File: src/sv/json_token_stream_checker_assert.svh
// ---------------------------------------------------------------------------
// Assertion macros for the JSON token stream checker
// Each macro checks one property on the rising edge of clk, off during reset.
// ---------------------------------------------------------------------------
`ifndef JSON_TOKEN_STREAM_CHECKER_ASSERT_SVH
`define JSON_TOKEN_STREAM_CHECKER_ASSERT_SVH

// same-cycle implication
`define JTSC_ASSERT_NOW(lbl, ante, cons, msg) \
	lbl: assert property (@(posedge clk) disable iff (!arst_n) (ante) |-> (cons)) \
		else $error(msg);

// next-cycle implication
`define JTSC_ASSERT_NEXT(lbl, ante, cons, msg) \
	lbl: assert property (@(posedge clk) disable iff (!arst_n) (ante) |=> (cons)) \
		else $error(msg);

`endif

File: src/sv/jtsc_pkg.sv
// ---------------------------------------------------------------------------
// jtsc_pkg
// Shared constants, codes, byte classes and the queue item type.
// ---------------------------------------------------------------------------
`default_nettype none

package jtsc_pkg;

	localparam int MAX_DEPTH = 32;
	localparam int DEPTH_W   = $clog2(MAX_DEPTH + 1);
	localparam int IDX_W     = (MAX_DEPTH > 1) ? $clog2(MAX_DEPTH) : 1;
	localparam int NEST_W    = 6;
	localparam int FIFO_DEPTH = 4;
	localparam int PTR_W     = $clog2(FIFO_DEPTH);
	localparam int CNT_W     = $clog2(FIFO_DEPTH + 1);

	// characters
	localparam logic [7:0] CH_LBRACE = 8'h7B;
	localparam logic [7:0] CH_RBRACE = 8'h7D;
	localparam logic [7:0] CH_LBRACK = 8'h5B;
	localparam logic [7:0] CH_RBRACK = 8'h5D;
	localparam logic [7:0] CH_COLON  = 8'h3A;
	localparam logic [7:0] CH_COMMA  = 8'h2C;
	localparam logic [7:0] CH_QUOTE  = 8'h22;
	localparam logic [7:0] CH_BSLASH = 8'h5C;
	localparam logic [7:0] CH_DOT    = 8'h2E;
	localparam logic [7:0] CH_MINUS  = 8'h2D;
	localparam logic [7:0] CH_PLUS   = 8'h2B;
	localparam logic [7:0] CH_SPACE  = 8'h20;

	localparam logic [39:0] WORD_TRUE  = 40'h0074727565;
	localparam logic [39:0] WORD_FALSE = 40'h66616C7365;
	localparam logic [39:0] WORD_NULL  = 40'h006E756C6C;

	// byte classes
	localparam logic [3:0] C_WS     = 4'd0;
	localparam logic [3:0] C_OBEG   = 4'd1;
	localparam logic [3:0] C_OEND   = 4'd2;
	localparam logic [3:0] C_COLON  = 4'd3;
	localparam logic [3:0] C_ABEG   = 4'd4;
	localparam logic [3:0] C_AEND   = 4'd5;
	localparam logic [3:0] C_COMMA  = 4'd6;
	localparam logic [3:0] C_QUOTE  = 4'd7;
	localparam logic [3:0] C_BSLASH = 4'd8;
	localparam logic [3:0] C_DIGIT  = 4'd9;
	localparam logic [3:0] C_MINUS  = 4'd10;
	localparam logic [3:0] C_PLUS   = 4'd11;
	localparam logic [3:0] C_DOT    = 4'd12;
	localparam logic [3:0] C_EXP    = 4'd13;
	localparam logic [3:0] C_ALPHA  = 4'd14;
	localparam logic [3:0] C_OTHER  = 4'd15;

	// token kinds
	localparam logic [3:0] K_NONE  = 4'd0;
	localparam logic [3:0] K_OBEG  = 4'd1;
	localparam logic [3:0] K_OEND  = 4'd2;
	localparam logic [3:0] K_COLON = 4'd3;
	localparam logic [3:0] K_STR   = 4'd4;
	localparam logic [3:0] K_NUM   = 4'd5;
	localparam logic [3:0] K_ABEG  = 4'd6;
	localparam logic [3:0] K_AEND  = 4'd7;
	localparam logic [3:0] K_COMMA = 4'd8;
	localparam logic [3:0] K_BOOL  = 4'd9;
	localparam logic [3:0] K_NULL  = 4'd10;
	localparam logic [3:0] K_WORD  = 4'd11;

	// status codes
	localparam logic [2:0] S_OK     = 3'd0;
	localparam logic [2:0] S_DONE   = 3'd1;
	localparam logic [2:0] S_TOKEN  = 3'd2;
	localparam logic [2:0] S_NUMBER = 3'd3;
	localparam logic [2:0] S_WORD   = 3'd4;
	localparam logic [2:0] S_EARLY  = 3'd5;
	localparam logic [2:0] S_DEEP   = 3'd6;
	localparam logic [2:0] S_CHAR   = 3'd7;

	// lexer modes
	localparam logic [3:0] M_IDLE   = 4'd0;
	localparam logic [3:0] M_STR    = 4'd1;
	localparam logic [3:0] M_ESC    = 4'd2;
	localparam logic [3:0] M_NSIGN  = 4'd3;
	localparam logic [3:0] M_NINT   = 4'd4;
	localparam logic [3:0] M_NDOT   = 4'd5;
	localparam logic [3:0] M_NFRAC  = 4'd6;
	localparam logic [3:0] M_NE     = 4'd7;
	localparam logic [3:0] M_NESIGN = 4'd8;
	localparam logic [3:0] M_NEXP   = 4'd9;
	localparam logic [3:0] M_WORD   = 4'd10;
	localparam logic [3:0] NUM_BAD  = 4'd14;
	localparam logic [3:0] NUM_END  = 4'd15;

	// grammar expectations
	localparam logic [2:0] G_START = 3'd0;
	localparam logic [2:0] G_KEY   = 3'd1;
	localparam logic [2:0] G_COLON = 3'd2;
	localparam logic [2:0] G_VALUE = 3'd3;
	localparam logic [2:0] G_NEXT  = 3'd4;
	localparam logic [2:0] G_ARR   = 3'd5;
	localparam logic [2:0] G_DONE  = 3'd6;

	localparam logic OP_BYTE = 1'b0;
	localparam logic OP_END  = 1'b1;

	typedef struct packed {
		logic       op;
		logic [7:0] text_byte;
		logic [3:0] cls;
	} item_t;

	function automatic logic [3:0] classify(input logic [7:0] b);
		logic [3:0] c;
		case (b) inside
			CH_SPACE, [8'h09:8'h0D]: c = C_WS;
			CH_LBRACE:               c = C_OBEG;
			CH_RBRACE:               c = C_OEND;
			CH_COLON:                c = C_COLON;
			CH_LBRACK:               c = C_ABEG;
			CH_RBRACK:               c = C_AEND;
			CH_COMMA:                c = C_COMMA;
			CH_QUOTE:                c = C_QUOTE;
			CH_BSLASH:               c = C_BSLASH;
			[8'h30:8'h39]:           c = C_DIGIT;
			CH_MINUS:                c = C_MINUS;
			CH_PLUS:                 c = C_PLUS;
			CH_DOT:                  c = C_DOT;
			8'h65, 8'h45:            c = C_EXP;
			[8'h61:8'h7A], [8'h41:8'h5A]: c = C_ALPHA;
			default:                 c = C_OTHER;
		endcase
		return c;
	endfunction

endpackage

`default_nettype wire

File: src/sv/jtsc_back.sv
// ---------------------------------------------------------------------------
// jtsc_back
// Lexer and grammar state; turns each queued byte into one result beat.
// ---------------------------------------------------------------------------
`default_nettype none

`include "json_token_stream_checker_assert.svh"

module jtsc_back (
	input  wire logic                clk,
	input  wire logic                arst_n,
	input  wire logic                q_valid,
	input  wire jtsc_pkg::item_t     q_item,
	output      logic                q_pop,
	output      logic                out_valid,
	input  wire logic                out_ready,
	output      logic [3:0]          token_kind,
	output      logic [7:0]          char_out,
	output      logic                is_content,
	output      logic                token_start,
	output      logic                token_done,
	output      logic                prior_done,
	output      logic [3:0]          prior_kind,
	output      logic                bool_value,
	output      logic                is_key,
	output      logic [jtsc_pkg::NEST_W-1:0] nest_level,
	output      logic [2:0]          status
);
	import jtsc_pkg::*;

	// architectural state
	logic [3:0]          mode_q;
	logic [2:0]          gexp_q;
	logic [MAX_DEPTH-1:0] stack_q;
	logic [DEPTH_W-1:0]  depth_q;
	logic [39:0]         wbuf_q;
	logic [2:0]          wlen_q;
	logic [2:0]          status_q;

	// output register
	logic                out_valid_q;
	logic [3:0]          kind_q;
	logic [7:0]          char_q;
	logic                content_q;
	logic                start_q;
	logic                done_q;
	logic                pdone_q;
	logic [3:0]          pkind_q;
	logic                bval_q;
	logic                key_q;
	logic [DEPTH_W-1:0]  nest_q;

	logic                op_b;
	logic [7:0]          c_b;
	logic [3:0]          cls_b;

	logic                arr;
	logic [DEPTH_W-1:0]  depth_m1;
	logic [3:0]          tok_k;
	logic [3:0]          gk;
	logic [2:0]          g_err;
	logic [2:0]          g_gexp;
	logic [DEPTH_W-1:0]  g_depth;
	logic                g_push;
	logic                value_slot;
	logic                is_dig;
	logic                is_exp;
	logic [3:0]          num_nx;

	logic [3:0]          n_mode;
	logic [2:0]          n_gexp;
	logic [DEPTH_W-1:0]  n_depth;
	logic [39:0]         n_wbuf;
	logic [2:0]          n_wlen;
	logic [2:0]          n_status;
	logic                push_en;
	logic                pending;
	logic [2:0]          err;
	logic [3:0]          r_kind;
	logic                r_content;
	logic                r_start;
	logic                r_done;
	logic                r_pdone;
	logic [3:0]          r_pkind;
	logic                r_bval;
	logic                r_key;

	assign op_b  = q_item.op;
	assign c_b   = q_item.text_byte;
	assign cls_b = q_item.cls;

	assign q_pop = q_valid && (!out_valid_q || out_ready);

	assign depth_m1   = depth_q - 1'b1;
	assign arr        = (depth_q != '0) && stack_q[depth_m1[IDX_W-1:0]];
	assign value_slot = (gexp_q == G_VALUE) || (gexp_q == G_ARR);
	assign is_dig     = (cls_b == C_DIGIT);
	assign is_exp     = (cls_b == C_EXP);

	// token kind of a byte between tokens
	always_comb begin
		case (cls_b)
			C_OBEG:           tok_k = K_OBEG;
			C_OEND:           tok_k = K_OEND;
			C_COLON:          tok_k = K_COLON;
			C_ABEG:           tok_k = K_ABEG;
			C_AEND:           tok_k = K_AEND;
			C_COMMA:          tok_k = K_COMMA;
			C_QUOTE:          tok_k = K_STR;
			C_DIGIT, C_MINUS: tok_k = K_NUM;
			C_ALPHA, C_EXP:   tok_k = K_WORD;
			default:          tok_k = K_NONE;
		endcase
	end

	// grammar check of a token that starts with this byte; a word checks as a value
	assign gk = (tok_k == K_WORD) ? K_NULL : tok_k;

	always_comb begin
		g_err   = S_OK;
		g_gexp  = gexp_q;
		g_depth = depth_q;
		g_push  = 1'b0;
		case (gk)
			K_OBEG, K_ABEG: begin
				if (!(value_slot || (gexp_q == G_START && gk == K_OBEG))) begin
					g_err = S_TOKEN;
				end else if (depth_q >= DEPTH_W'(MAX_DEPTH)) begin
					g_err = S_DEEP;
				end else begin
					g_push  = 1'b1;
					g_depth = depth_q + 1'b1;
					g_gexp  = (gk == K_ABEG) ? G_ARR : G_KEY;
				end
			end
			K_OEND, K_AEND: begin
				if (depth_q == '0) begin
					g_err = S_TOKEN;
				end else if (gk == K_OEND &&
						!(gexp_q == G_KEY || (gexp_q == G_NEXT && !arr))) begin
					g_err = S_TOKEN;
				end else if (gk == K_AEND &&
						!(gexp_q == G_ARR || (gexp_q == G_NEXT && arr))) begin
					g_err = S_TOKEN;
				end else begin
					g_depth = depth_m1;
					if (depth_m1 == '0) begin
						g_gexp = G_DONE;
						g_err  = S_DONE;
					end else begin
						g_gexp = G_NEXT;
					end
				end
			end
			K_COLON: begin
				if (gexp_q != G_COLON) begin
					g_err = S_TOKEN;
				end else begin
					g_gexp = G_VALUE;
				end
			end
			K_COMMA: begin
				if (gexp_q != G_NEXT) begin
					g_err = S_TOKEN;
				end else begin
					g_gexp = arr ? G_ARR : G_KEY;
				end
			end
			default: begin
				if (gk == K_STR && gexp_q == G_KEY) begin
					g_gexp = G_COLON;
				end else if (!value_slot) begin
					g_err = S_TOKEN;
				end else begin
					g_gexp = G_NEXT;
				end
			end
		endcase
	end

	// number lexer step
	always_comb begin
		case (mode_q)
			M_NSIGN: num_nx = is_dig ? M_NINT : NUM_BAD;
			M_NINT: begin
				if (is_dig) begin
					num_nx = M_NINT;
				end else if (cls_b == C_DOT) begin
					num_nx = M_NDOT;
				end else begin
					num_nx = is_exp ? M_NE : NUM_END;
				end
			end
			M_NDOT: num_nx = is_dig ? M_NFRAC : NUM_BAD;
			M_NFRAC: begin
				if (is_dig) begin
					num_nx = M_NFRAC;
				end else begin
					num_nx = is_exp ? M_NE : NUM_END;
				end
			end
			M_NE: begin
				if (cls_b == C_PLUS || cls_b == C_MINUS) begin
					num_nx = M_NESIGN;
				end else begin
					num_nx = is_dig ? M_NEXP : NUM_BAD;
				end
			end
			M_NESIGN: num_nx = is_dig ? M_NEXP : NUM_BAD;
			default:  num_nx = is_dig ? M_NEXP : NUM_END;
		endcase
	end

	// lexer and result
	always_comb begin
		n_mode    = mode_q;
		n_gexp    = gexp_q;
		n_depth   = depth_q;
		n_wbuf    = wbuf_q;
		n_wlen    = wlen_q;
		n_status  = status_q;
		push_en   = 1'b0;
		pending   = 1'b1;
		err       = S_OK;
		r_kind    = K_NONE;
		r_content = 1'b0;
		r_start   = 1'b0;
		r_done    = 1'b0;
		r_pdone   = 1'b0;
		r_pkind   = K_NONE;
		r_bval    = 1'b0;
		r_key     = 1'b0;

		if (status_q == S_OK) begin
			if (mode_q == M_STR || mode_q == M_ESC) begin
				pending = 1'b0;
				if (op_b == OP_END) begin
					err = S_EARLY;
				end else begin
					r_kind = K_STR;
					r_key  = (gexp_q == G_COLON);
					if (mode_q == M_ESC) begin
						r_content = 1'b1;
						n_mode    = M_STR;
					end else if (cls_b == C_QUOTE) begin
						r_done = 1'b1;
						n_mode = M_IDLE;
					end else begin
						r_content = 1'b1;
						if (cls_b == C_BSLASH) begin
							n_mode = M_ESC;
						end
					end
				end
			end else if (mode_q >= M_NSIGN && mode_q <= M_NEXP) begin
				if (num_nx == NUM_BAD) begin
					err = S_NUMBER;
				end else if (num_nx == NUM_END) begin
					r_pdone = 1'b1;
					r_pkind = K_NUM;
					n_mode  = M_IDLE;
				end else begin
					n_mode    = num_nx;
					r_kind    = K_NUM;
					r_content = 1'b1;
					pending   = 1'b0;
				end
			end else if (mode_q == M_WORD) begin
				if (cls_b == C_ALPHA || cls_b == C_EXP) begin
					if (wlen_q >= 3'd5) begin
						err = S_WORD;
					end else begin
						n_wbuf    = {wbuf_q[31:0], c_b};
						n_wlen    = wlen_q + 1'b1;
						r_kind    = K_WORD;
						r_content = 1'b1;
						pending   = 1'b0;
					end
				end else begin
					// close the word and match it
					n_wbuf = '0;
					n_wlen = '0;
					n_mode = M_IDLE;
					if (wlen_q == 3'd4 && wbuf_q == WORD_TRUE) begin
						r_pdone = 1'b1;
						r_pkind = K_BOOL;
						r_bval  = 1'b1;
					end else if (wlen_q == 3'd5 && wbuf_q == WORD_FALSE) begin
						r_pdone = 1'b1;
						r_pkind = K_BOOL;
					end else if (wlen_q == 3'd4 && wbuf_q == WORD_NULL) begin
						r_pdone = 1'b1;
						r_pkind = K_NULL;
					end else begin
						err = S_WORD;
					end
				end
			end

			if (err == S_OK && op_b == OP_END) begin
				err = S_EARLY;
			end else if (err == S_OK && pending && cls_b != C_WS) begin
				if (tok_k == K_NONE) begin
					err = S_CHAR;
				end else begin
					err = g_err;
					if (g_err == S_OK || g_err == S_DONE) begin
						n_gexp  = g_gexp;
						n_depth = g_depth;
						push_en = g_push;
						r_kind  = tok_k;
						r_start = 1'b1;
						case (tok_k)
							K_STR: begin
								n_mode = M_STR;
								r_key  = (g_gexp == G_COLON);
							end
							K_NUM: begin
								n_mode    = (cls_b == C_MINUS) ? M_NSIGN : M_NINT;
								r_content = 1'b1;
							end
							K_WORD: begin
								n_mode    = M_WORD;
								n_wbuf    = {32'h0, c_b};
								n_wlen    = 3'd1;
								r_content = 1'b1;
							end
							default: r_done = 1'b1;
						endcase
					end
				end
			end

			// an error beat reports only a well-ended prior token
			if (err != S_OK && err != S_DONE) begin
				r_kind    = K_NONE;
				r_content = 1'b0;
				r_start   = 1'b0;
				r_done    = 1'b0;
				r_key     = 1'b0;
			end
			n_status = err;
		end
	end

	// stack entries hold no reset: only pushed entries are ever read
	always_ff @(posedge clk) begin
		if (q_pop && push_en) begin
			stack_q[depth_q[IDX_W-1:0]] <= (tok_k == K_ABEG);
		end
	end

	always_ff @(posedge clk or negedge arst_n) begin
		if (!arst_n) begin
			mode_q      <= M_IDLE;
			gexp_q      <= G_START;
			depth_q     <= '0;
			wbuf_q      <= '0;
			wlen_q      <= '0;
			status_q    <= S_OK;
			out_valid_q <= 1'b0;
		end else begin
			if (q_pop) begin
				mode_q      <= n_mode;
				gexp_q      <= n_gexp;
				depth_q     <= n_depth;
				wbuf_q      <= n_wbuf;
				wlen_q      <= n_wlen;
				status_q    <= n_status;
				out_valid_q <= 1'b1;
			end else if (out_ready) begin
				out_valid_q <= 1'b0;
			end
		end
	end

	always_ff @(posedge clk) begin
		if (q_pop) begin
			kind_q    <= r_kind;
			char_q    <= c_b;
			content_q <= r_content;
			start_q   <= r_start;
			done_q    <= r_done;
			pdone_q   <= r_pdone;
			pkind_q   <= r_pkind;
			bval_q    <= r_bval;
			key_q     <= r_key;
			nest_q    <= n_depth;
		end
	end

	assign out_valid   = out_valid_q;
	assign token_kind  = kind_q;
	assign char_out    = char_q;
	assign is_content  = content_q;
	assign token_start = start_q;
	assign token_done  = done_q;
	assign prior_done  = pdone_q;
	assign prior_kind  = pkind_q;
	assign bool_value  = bval_q;
	assign is_key      = key_q;
	assign nest_level  = NEST_W'(nest_q);
	assign status      = status_q;

	`JTSC_ASSERT_NEXT(a_status_sticky, status_q != S_OK, $stable(status_q), "status left a final state")
	`JTSC_ASSERT_NOW(a_depth_bound, 1'b1, depth_q <= DEPTH_W'(MAX_DEPTH), "nesting depth out of range")
	`JTSC_ASSERT_NOW(a_done_status, gexp_q == G_DONE, status_q == S_DONE, "grammar done without done status")
	`JTSC_ASSERT_NOW(a_empty_start, depth_q == '0 && status_q == S_OK, gexp_q == G_START && mode_q == M_IDLE, "empty stack while parsing")

endmodule

`default_nettype wire

File: config.mk
export PLATFORM = sky130hd
export DESIGN_NAME = jtsc_back
export DESIGN_NICKNAME = d
export VERILOG_FILES = /design/src/sv/jtsc_pkg.sv /design/src/sv/jtsc_back.sv
export VERILOG_INCLUDE_DIRS = /design/src /design/src/sv
export SDC_FILE = /design/constraint.sdc
export NUM_CORES = 1
export LEC_CHECK = 0
export ABC_AREA = 1
export BUFFER_PORTS_ARGS = -buffer_cell sky130_fd_sc_hd__buf_2
export CAP_MARGIN = 0
export CORE_MARGIN = 2
export CORE_UTILIZATION = 55
export DETAILED_ROUTE_END_ITERATION = 16
export GPL_TIMING_DRIVEN = 0
export PLACE_DENSITY = 0.73
export SLEW_MARGIN = 20
export SYNTH_ARGS = -nofsm -noshare
export SYNTH_HDL_FRONTEND = slang
export SYNTH_SLANG_ARGS = --single-unit
File: constraint.sdc
create_clock -name clk -period 6.71 [get_ports clk]
set_input_delay 1.342 -clock clk [delete_from_list [all_inputs] [get_ports clk]]
set_output_delay 1.342 -clock clk [all_outputs]
set_load 0.005 [all_outputs]
==> results of run 1 <==
==> placed cells by master, fill, tap and decap left out, types with 4 or more instances in the layout <==
| cell type | Yosys | final |
|---|---|---|
| o21ai_0 | 78 | 78 |
| o211ai_1 | 6 | 6 |
| nand2_2 | 12 | 12 |
| o21ai_1 | 11 | 11 |
| ha_1 | 14 | 14 |
| nor2_4 | 10 | 10 |
| edfxtp_1 | 60 | 60 |
| nor2_2 | 6 | 6 |
| inv_1 | 100 | 100 |
| o22ai_1 | 10 | 10 |
| clkinv_2 | 0 | 6 |
| a22oi_1 | 9 | 9 |
| nand4_1 | 25 | 25 |
| buf_4 | 4 | 5 |
| buf_2 | 13 | 60 |
| dfrtp_1 | 60 | 60 |
| nand2_1 | 223 | 223 |
| clkbuf_1 | 16 | 17 |
| a21oi_1 | 33 | 33 |
| clkbuf_16 | 0 | 17 |
| nand3_4 | 4 | 4 |
| nor3_1 | 26 | 26 |
| nand3_1 | 83 | 83 |
| inv_2 | 18 | 18 |
| nor2_1 | 108 | 108 |
==> area by class of cell <==
cell class	count	area (um^2)
clock buffers	19	443
clock inverters	13	151
plain buffers	33	155
well taps	176	220
multi-input cells	699	3590
flip-flops and latches	120	3300
repair buffers	49	270
inverters	122	462
fillers	1167	4700
==> critical path: stages <==
cell,delay (ps)
buf_2,90
inv_1,40
nand2_1,60
nand2_1,450
clkinv_2,690
buf_2,340
==> per-stage QoR <==
step	util, %	cell area, um^2	hold WS, ps
6_report	64.7	8600	494
3_5_place_dp	60.2	8000	483
2_1_floorplan	-	7510	475
4_1_cts	64.7	8600	496
3_3_place_gp	60.0	7970	479
5_1_grt	64.7	8600	545
==> registers in the layout (all words and copies together) (netlist names), 3 cells and up <==
register / cells
status: 3
mode_q: 4
gexp_q: 3
token_kind: 4
depth_q: 6
wlen_q: 3
nest_level: 6
prior_kind: 4
stack_q: 32
wbuf_q: 40
char_out: 8
==> final timing paths <==
kind	startpoint	endpoint	slack, ps	cells past startpoint
max in group asynchronous	arst_n	wbuf_q[37]$_DFFE_PN0P_	5460	2
max reg2reg	depth_q[0]$_DFFE_PN0P_	stack_q[4]$_DFFE_PP_	2630	20
max	out_ready	q_pop	2350	6
min	out_valid$_DFFE_PN0P_	out_valid$_DFFE_PN0P_	490	2
min reg2reg	out_valid$_DFFE_PN0P_	out_valid$_DFFE_PN0P_	490	2
min in group asynchronous	arst_n	depth_q[0]$_DFFE_PN0P_	750	1
==> power by group <==
group | internal [mW] | switching (mW)
sequential | 0.927 | 0.114
combinational | 0.397 | 0.875
clock | 0.590 | 0.334
total | 1.91 | 1.32
==> per-layer routing <==
| metal | global-route usage [%] | part of all wire, % | vias up |
|---|---|---|---|
| met4 | 10.9 | 2.2 | 0 |
| li1 | - | - | 3394 |
| met1 | 39.3 | 44 | 3264 |
| met5 | 0 | 0 | - |
| met2 | 44.8 | 47 | 310 |
| met3 | 5.59 | 6.8 | 39 |
==> logic make-up after synthesis <==
group           Yosys count  share of synthesized area [%]
xor+xnor                  3                          0.350
buf+inv                 155                           8.20
fa+ha+maj                14                           2.33
compound gates          168                           12.9
flops                   120                           44.0
simple gates            514                           32.2
==> summary.txt, run 1 <==
Timing
  – Minimum clock period after layout: approximately 4400 ps
  – Setup_tns: 0 ps
  – RSZ-0062 raised after global routing: no
  – Final count of pins violating max slew: 0
  – Setup Skew: about 11 ps
  – Worst Tran Pin Value: around 700 ps
  – Period utilization: roughly two thirds
  – PnR worst setup slack: 2350 ps
  – Count of final setup violators: 0
  – Slew HR: approximately 53%
  – Fin. Hold Viols: 0
  – Max Clk Rate: between 0.2 and 0.25 GHz

Power and ir drop
  – Leak Pwr: around 3.8 nW
  – Power, Total: around 3.2 mW
  – PD cells: 376 nW/um^2
  – Peak supply drop: between 200 and 300 uV

Synthesis
  – Post-synth top area cell: edfxtp_1
  – Synth cell count leaders: nand2_1, nor2_1, inv_1
  – Yosys cell types: between 40 and 50
  – Top cells by area, synth: edfxtp_1, dfrtp_1, nand2_1, nand3_1, nor2_1
  – Primary FF master, synth: edfxtp_1
  – Number of flops mapped to enable cells by yosys: 60
  – Count leader, synth: nand2_1
  – Avg Synthesized Cell Area: about 7.7 um^2
  – #FFs+latches synth: 120
  – Ys async rst share: 50.0%
  – Post-Syn Nets: roughly 1000
  – Post-synth top area share: between 20% and 30%
  – Ys Warns: 0
  – Mapped Cells: between 900 and 1000
  – Mapped Area: about 7500 um^2
  – Sequential area share after synthesis: 44.0%

Final layout
  – Nets: around 1100
  – Synth-to-Final Area Change: 14.5%
  – Final std cells w/o fill: 1231
  – Antenna diodes: 0
  – Fraction of layout cells with a size suffix above 1: 15.8%

CTS
  – CTS max path bufs: 2
  – Clk root buf: clkbuf_16
  – Post-CTS Setup Inserts: 0
  – CTS Sinks: 120
  – Clock-pin slew on the worst setup and hold paths: roughly 50 ps
  – Post_cts resized: 0
  – H-tree levels: 4
  – CTS buffer count: 17
  – CTS tree: yes
  – # hold bufs at CTS: 0
  – Clk_lat worst skew: 430 ps

Routing
  – Avg WL per Cell: about 16 um
  – DR pass1 iterations: 5
  – Residual DRC: 0
  – Drt first-iter violations: between 700 and 800
  – Final WL: between 20 and 25 mm
  – Via Count: between 7000 and 8000
  – ANT nets after route: 0
  – Vias per Instance: between 5 and 6

Setup path
  – WP data arrival: 3020 ps
  – Peak fanout along the critical path: 36
  – Crit path launch type: input port
  – Critical Path Sink Type: output pin
  – Crit path required time: 5370 ps
  – Setup CP Type: input port to output pin

Global routing
  – Initial antenna violation count: 0
  – Largest net degree at the start of global routing: 54
  – Vias in the first global route: 6466
  – First-pass GRT wire length: 32.4 mm
  – Total GRT Usage: about 29%
  – Total gr overflow: 0

Placement
  – Hpwl dp: about 15 mm
  – # placed instances: between 1000 and 1500
  – Routability cong.: around 0.97
  – DP Worst Slack: approximately 2000 ps
  – I/O Buffers: 48

Floorplan
  – Die Ht: around 120 um
  – Core area: 13300 um^2
  – I/O pin count: 50
  – Chip width: approximately 120 um
  – Initial Utilization: between 50% and 60%
  – Die area: about 15000 um^2
  – Row count: 42

Status
  – Run status: complete, no violations

Job
  – # Max-Cap Violations: 0

Hold path
  – Hold Crit Class: flip-flop to flip-flop
(Power assumes the default switching activity.)
==> inputs of run 2 (changes only) <==
- clock period: 6.71 -> 4.1 ns (I/O delays scaled with it)
==> summary.txt, run 2 (synthesized netlist as in run 1, its figures left out) <==
Status
  – Run status: complete, no violations

Floorplan
  – Initial Utilization: 56.5% (unchanged)
  – Chip width: 121 um (unchanged)
  – Core area: 13300 um^2 (unchanged)
  – I/O pin count: 50 (unchanged)
  – Row count: 42 (unchanged)
  – Die Ht: 121 um (unchanged)
  – Die area: 14600 um^2 (unchanged)

Timing
  – Count of final setup violators: 0 (unchanged)
  – Fin. Hold Viols: 0 (unchanged)
  – Max Clk Rate: 0.263 GHz
  – Minimum clock period after layout: 3800 ps
  – Setup_tns: 0 ps (unchanged)
  – Worst Tran Pin Value: 708 ps (+10.4 ps)
  – PnR worst setup slack: 304 ps (-2050 ps)
  – RSZ-0062 raised after global routing: no
  – Period utilization: around 93%
  – Final count of pins violating max slew: 0 (unchanged)
  – WHS: 227 ps (-268 ps)
  – Slew HR: 52.6% (-0.70 points)
  – Setup Skew: 11.3 ps (+0.123 ps)

Final layout
  – Antenna diodes: 0 (unchanged)
  – Synth-to-Final Area Change: 14.7%
  – Most frequent cells in the layout: nand2_1, nor2_1, inv_1
  – Fill cells: 1166 (-0.086%)
  – Register name with the most flops: wbuf_q
  – Post-route cell area: 8620 um^2 (+0.25%)
  – Commonest non-fill, non-tap cell in the layout: nand2_1
  – Fraction of layout cells with a size suffix above 1: 16.1% (+0.25 points)
  – Area of the multi-input gates: 3590 um^2 (unchanged)
  – Final Core Density: 64.8% (+0.16 points)
  – Nets: 1075 (+0.19%)
  – Max reg flops: 40 (unchanged)
  – Register Area: 3300 um^2 (unchanged)

CTS
  – Clock-pin slew on the worst setup and hold paths: 50 ps (about the same)
  – H-tree levels: 4 (unchanged)
  – CTS max path bufs: 2 (unchanged)
  – CTS buffer count: 17 (unchanged)
  – CTS Sinks: 120 (unchanged)
  – # hold bufs at CTS: 0 (unchanged)
  – Clk root buf: clkbuf_16
  – Clk_lat worst skew: 430 ps (about the same)
  – CTS tree: yes

Setup path
  – Capturing point of the worst reg2reg path: stack_q[4]$_DFFE_PP_
  – Crit path required time: 4230 ps (-1140 ps)
  – Reg2reg path depth: 20 (unchanged)
  – Critical Path Sink Type: flip-flop
  – RR Startpoint: depth_q[0]$_DFFE_PN0P_
  – WP data arrival: 3930 ps (+910 ps)
  – Peak fanout along the critical path: 12 (-67%)
  – Setup CP Type: flip-flop to flip-flop
  – R2R setup slack: 300 ps (-2330 ps)
  – Crit path launch type: flip-flop

Placement
  – I/O Buffers: 48 (unchanged)
  – Placed instance area: 8000 um^2 (unchanged)
  – DP Worst Slack: -68.8 ps (-2090 ps)
  – Hpwl dp: 14.6 mm (unchanged)
  – Routability cong.: 0.973 (unchanged)

Routing
  – Drt first-iter violations: 694 (-7.2%)
  – Vias per Instance: 5.71 (+0.29%)
  – DR pass1 iterations: 5 (unchanged)
  – Residual DRC: 0 (unchanged)
  – Avg WL per Cell: 16.3 um (+0.29%)
  – Final WL: 20.1 mm (+0.45%)
  – ANT nets after route: 0 (unchanged)
  – Via Count: 7039 (+0.46%)

Power and ir drop
  – Internal power: 3.14 mW (+64%)
  – Leak Pwr: 3.80 nW (about the same)
  – Net Sw Power: 2.16 mW (+64%)
  – Peak supply drop: 424 uV (+64%)
  – Clock network power share: 28.4% (about the same)
  – Seq pwr share: 32.1% (about the same)
  – PD cells: 615 nW/um^2 (+63%)
  – Switching part of the total: 40.8% (-0.050 points)
  – Logic pwr share: 39.5% (+0.2 points)

Global routing
  – Total GRT Usage: 28.6% (unchanged)
  – Vias in the first global route: 6466 (unchanged)
  – Initial antenna violation count: 0 (unchanged)
  – Largest net degree at the start of global routing: 54 (unchanged)
  – Total gr overflow: 0 (unchanged)
  – First-pass GRT wire length: 32.4 mm (unchanged)

Job
  – # Max-Cap Violations: 0 (unchanged)

Hold path
  – Hold Crit Class: input port to async pin
[run 2: cell type report]
type	count	share of cell area, %
clock buffers	19	5.14
multi-input cells	699	41.7
plain buffers	33	1.83
repair buffers	50	3.22
clock inverters	13	1.76
inverters	122	5.40
flip-flops and latches	120	38.3
repair inverters	1	0.0871
well taps	176	2.56
[run 2: repair_timing]
| item | in CTS | in global routing |
|---|---|---|
| gates resized for setup | 0 | 3 |
| endpoints found under the setup margin | 0 | 32 |
| setup buffers | 0 | 1 |
[run 2: layer usage]
layer	GRT usage [%]	wire (um)
met5	0	0
met4	10.9	432
met3	5.59	1350
met2	44.8	9410
met1	39.3	8910
[run 2: through the flow]
step,std cells,power [mW]
floorplan,974,3.20
global placement,1198,3.72
detailed placement,1199,3.75
CTS,1231,5.25
global route,1233,5.64
finish,1233,5.30
[run 2: power groups by stage]
stage / clock (mW) / sequential [mW] / combinational (mW)
after floorplan: 0 / 1.67 / 1.53
after global placement: 0 / 1.71 / 2.01
after detailed placement: 0 / 1.71 / 2.03
after CTS: 1.51 / 1.70 / 2.04
after global routing: 1.57 / 1.73 / 2.34
final: 1.51 / 1.70 / 2.09
[run 2: critical path, cell delays in order, from the launching register on]
cell	delay, ps
dfrtp_1	390
inv_1	60
buf_2	210
ha_1	310
clkbuf_4	250
clkinvlp_4	220
nand3_1	120
nand3_1	100
nand3_1	110
nand3_1	80
nand2_1	150
nand3_1	90
nand2_1	80
nand3_1	80
nand2_1	150
nand4_4	160
nor2_4	200
nand2_4	100
nor2_8	250
nand3_4	210
nor2_1	170
[run 2: how the worst max path moves through the flow]
stage / to / from / cells past startpoint / slack, ps
after floorplan: stack_q[0]$_DFFE_PP_ / q_item[0] / 18 / 710
after global placement: stack_q[4]$_DFFE_PP_ / q_item[1] / 19 / 20
after detailed placement: stack_q[4]$_DFFE_PP_ / q_item[1] / 19 / -70
after CTS: stack_q[4]$_DFFE_PP_ / depth_q[0]$_DFFE_PN0P_ / 20 / 70
after global routing: stack_q[31]$_DFFE_PP_ / depth_q[0]$_DFFE_PN0P_ / 20 / 20
final: stack_q[4]$_DFFE_PP_ / depth_q[0]$_DFFE_PN0P_ / 20 / 300
==> inputs of run 3 (changes only) <==
- CORE_UTILIZATION: 55 -> 45
- PLACE_DENSITY: 0.73 -> unset
==> summary.txt, run 3 (synthesized netlist as in run 1, its figures left out) <==
Status
  – Run status: complete, no violations

CTS
  – # hold bufs at CTS: 0 (unchanged)
  – Clk root buf: clkbuf_16
  – CTS Sinks: 120 (unchanged)
  – CTS tree: yes
  – H-tree levels: 4 (unchanged)
  – CTS max path bufs: 2 (unchanged)
  – Clock-pin slew on the worst setup and hold paths: 60 ps (about the same)
  – CTS buffer count: 17 (unchanged)
  – Clk_lat worst skew: 430 ps (about the same)

Routing
  – Vias per Instance: 5.47 (-4.1%)
  – ANT nets after route: 0 (unchanged)
  – Avg WL per Cell: 16.6 um (+1.6%)
  – Via Count: 7007 (-0.45%)
  – DR pass1 iterations: 5 (unchanged)
  – Residual DRC: 0 (unchanged)
  – Final WL: 21.2 mm (+5.4%)
  – Drt first-iter violations: 540 (-22%)

Floorplan
  – Row count: 47 (+12%)
  – I/O pin count: 50 (unchanged)
  – Die Ht: 133 um (+10%)
  – Initial Utilization: 45.6% (-11 points)
  – Die area: 17700 um^2 (+21%)
  – Chip width: 133 um (+10%)
  – Core area: 16500 um^2 (+24%)

Setup path
  – Setup crit end: stack_q[17]$_DFFE_PP_
  – R2R setup slack: 280 ps (-20 ps)
  – Setup CP Type: flip-flop to flip-flop
  – Crit path launch type: flip-flop
  – RR Startpoint: depth_q[0]$_DFFE_PN0P_
  – CP startpoint: depth_q[0]$_DFFE_PN0P_
  – Crit path required time: 4230 ps (about the same)
  – Capturing point of the worst reg2reg path: stack_q[17]$_DFFE_PP_
  – Critical Path Sink Type: flip-flop
  – Reg2reg path depth: 20 (unchanged)
  – Peak fanout along the critical path: 12 (unchanged)
  – WP data arrival: 3950 ps (+20 ps)

Power and ir drop
  – PD cells: 602 nW/um^2 (-2.1%)
  – Leak Pwr: 3.81 nW (+0.24%)
  – Peak supply drop: 344 uV (-19%)

Final layout
  – Register name with the most flops: wbuf_q
  – Most frequent cells in the layout: nand2_1, nor2_1, inv_1
  – Register Area: 3300 um^2 (unchanged)
  – Fill cells: 1658 (+42%)
  – Area of the multi-input gates: 3590 um^2 (unchanged)
  – Antenna diodes: 0 (unchanged)
  – Nets: 1078 (+0.28%)
  – Final Core Density: 52.6% (-12 points)
  – Fraction of layout cells with a size suffix above 1: 16.4% (+0.33 points)
  – Commonest non-fill, non-tap cell in the layout: nand2_1
  – Synth-to-Final Area Change: 15.4%
  – Max reg flops: 40 (unchanged)

Timing
  – Period utilization: 93.1% (+0.53 points)
  – Count of final setup violators: 0 (unchanged)
  – Worst Tran Pin Value: 736 ps (+28.4 ps)
  – RSZ-0062 raised after global routing: no
  – Slew HR: 50.7% (-1.9 points)
  – Max Clk Rate: 0.262 GHz (-0.56%)
  – Fin. Hold Viols: 0 (unchanged)
  – Setup Skew: 10.4 ps (-0.883 ps)
  – Minimum clock period after layout: 3820 ps (+21.6 ps)
  – Final count of pins violating max slew: 0 (unchanged)
  – WHS: 209 ps (-17.1 ps)

Global routing
  – Largest net degree at the start of global routing: 55 (+1.9%)
  – Total GRT Usage: 24.6% (-3.9 points)
  – Total gr overflow: 0 (unchanged)
  – First-pass GRT wire length: 34.3 mm (+5.9%)
  – Vias in the first global route: 6561 (+1.5%)
  – Initial antenna violation count: 0 (unchanged)

Placement
  – Hpwl dp: 15.5 mm (+6.0%)
  – I/O Buffers: 48 (unchanged)
  – Routability cong.: 0.950 (-2.3%)

Job
  – # Max-Cap Violations: 0 (unchanged)

Hold path
  – Hold Crit Class: input port to async pin
[run 3: changes by cell type in the layout (fill, tap and decap cells not counted), sizes merged]
cell,previous run,this run
clkinvlp,4,3
buf,66,69
clkbuf,36,39
inv,121,122
bufinv,3,0
[run 3: cell type report]
cell class                 count  share of cell area, %
multi-input combinational    699                   41.5
sequential                   120                   38.1
clock buffer                  22                   5.72
inverter                     122                   5.37
timing repair buffer          53                   3.47
tap                          220                   3.18
buffer                        33                   1.85
clock inverter                10                  0.751
timing repair inverter         1                 0.0866
[run 3: per-layer routing]
layer | vias up | wire [um] | GRT usage [%]
met5 | - | 0 | 0
met1 | 3343 | 9840 | 34.6
met4 | 0 | 596 | 9.52
li1 | 3422 | - | -
met2 | 198 | 9800 | 38.5
met3 | 44 | 956 | 3.96
[run 3: report_power, final]
group	internal [mW]	switching (mW)
clock	0.855	0.563
sequential	1.52	0.179
combinational	0.662	1.44
total	3.03	2.19
[run 3: how the worst min path moves through the flow]
stage,cells past startpoint,from,endpoint
2_1_floorplan,2,wbuf_q[0]$_DFFE_PN0P_,wbuf_q[0]$_DFFE_PN0P_
3_3_place_gp,2,out_valid$_DFFE_PN0P_,out_valid$_DFFE_PN0P_
3_5_place_dp,2,out_valid$_DFFE_PN0P_,out_valid$_DFFE_PN0P_
4_1_cts,1,arst_n,status[1]$_DFFE_PN0P_
5_1_grt,1,arst_n,status[1]$_DFFE_PN0P_
6_report,1,arst_n,status[1]$_DFFE_PN0P_
[run 3: stage by stage]
stage / cell area, um^2 / setup TNS [ps] / power [mW] / worst slack (ps) / instances
global route: 8660 / 0 / 5.58 / 14.5 / 1280
floorplan: 7510 / 0 / 3.20 / 706 / 974
detailed placement: 8060 / -1660 / 3.77 / -75.4 / 1243
finish: 8660 / 0 / 5.22 / 283 / 1280
global placement: 8030 / -919 / 3.76 / -57.0 / 1242
CTS: 8620 / 0 / 5.20 / 3.06 / 1275
[run 3: timing repair]
action,in CTS,in global routing
buffers inserted,0,4
setup endpoints to repair,0,55
hold endpoints to repair,0,0
gates resized for setup,0,5
[run 3: worst max-delay path, stage by stage, from the launching register on]
cell	delay [ps]
dfrtp_1	440
inv_1	80
clkbuf_4	220
ha_1	310
buf_4	240
clkinvlp_4	220
nand3_1	150
nand3_1	100
nand3_1	100
nand3_1	80
nand2_1	110
nand3_1	80
nand2_1	80
nand3_1	80
nand2_1	160
nand4_4	150
nor2_4	200
nand2_4	90
nor2_8	270
nand3_4	210
nor2_1	160
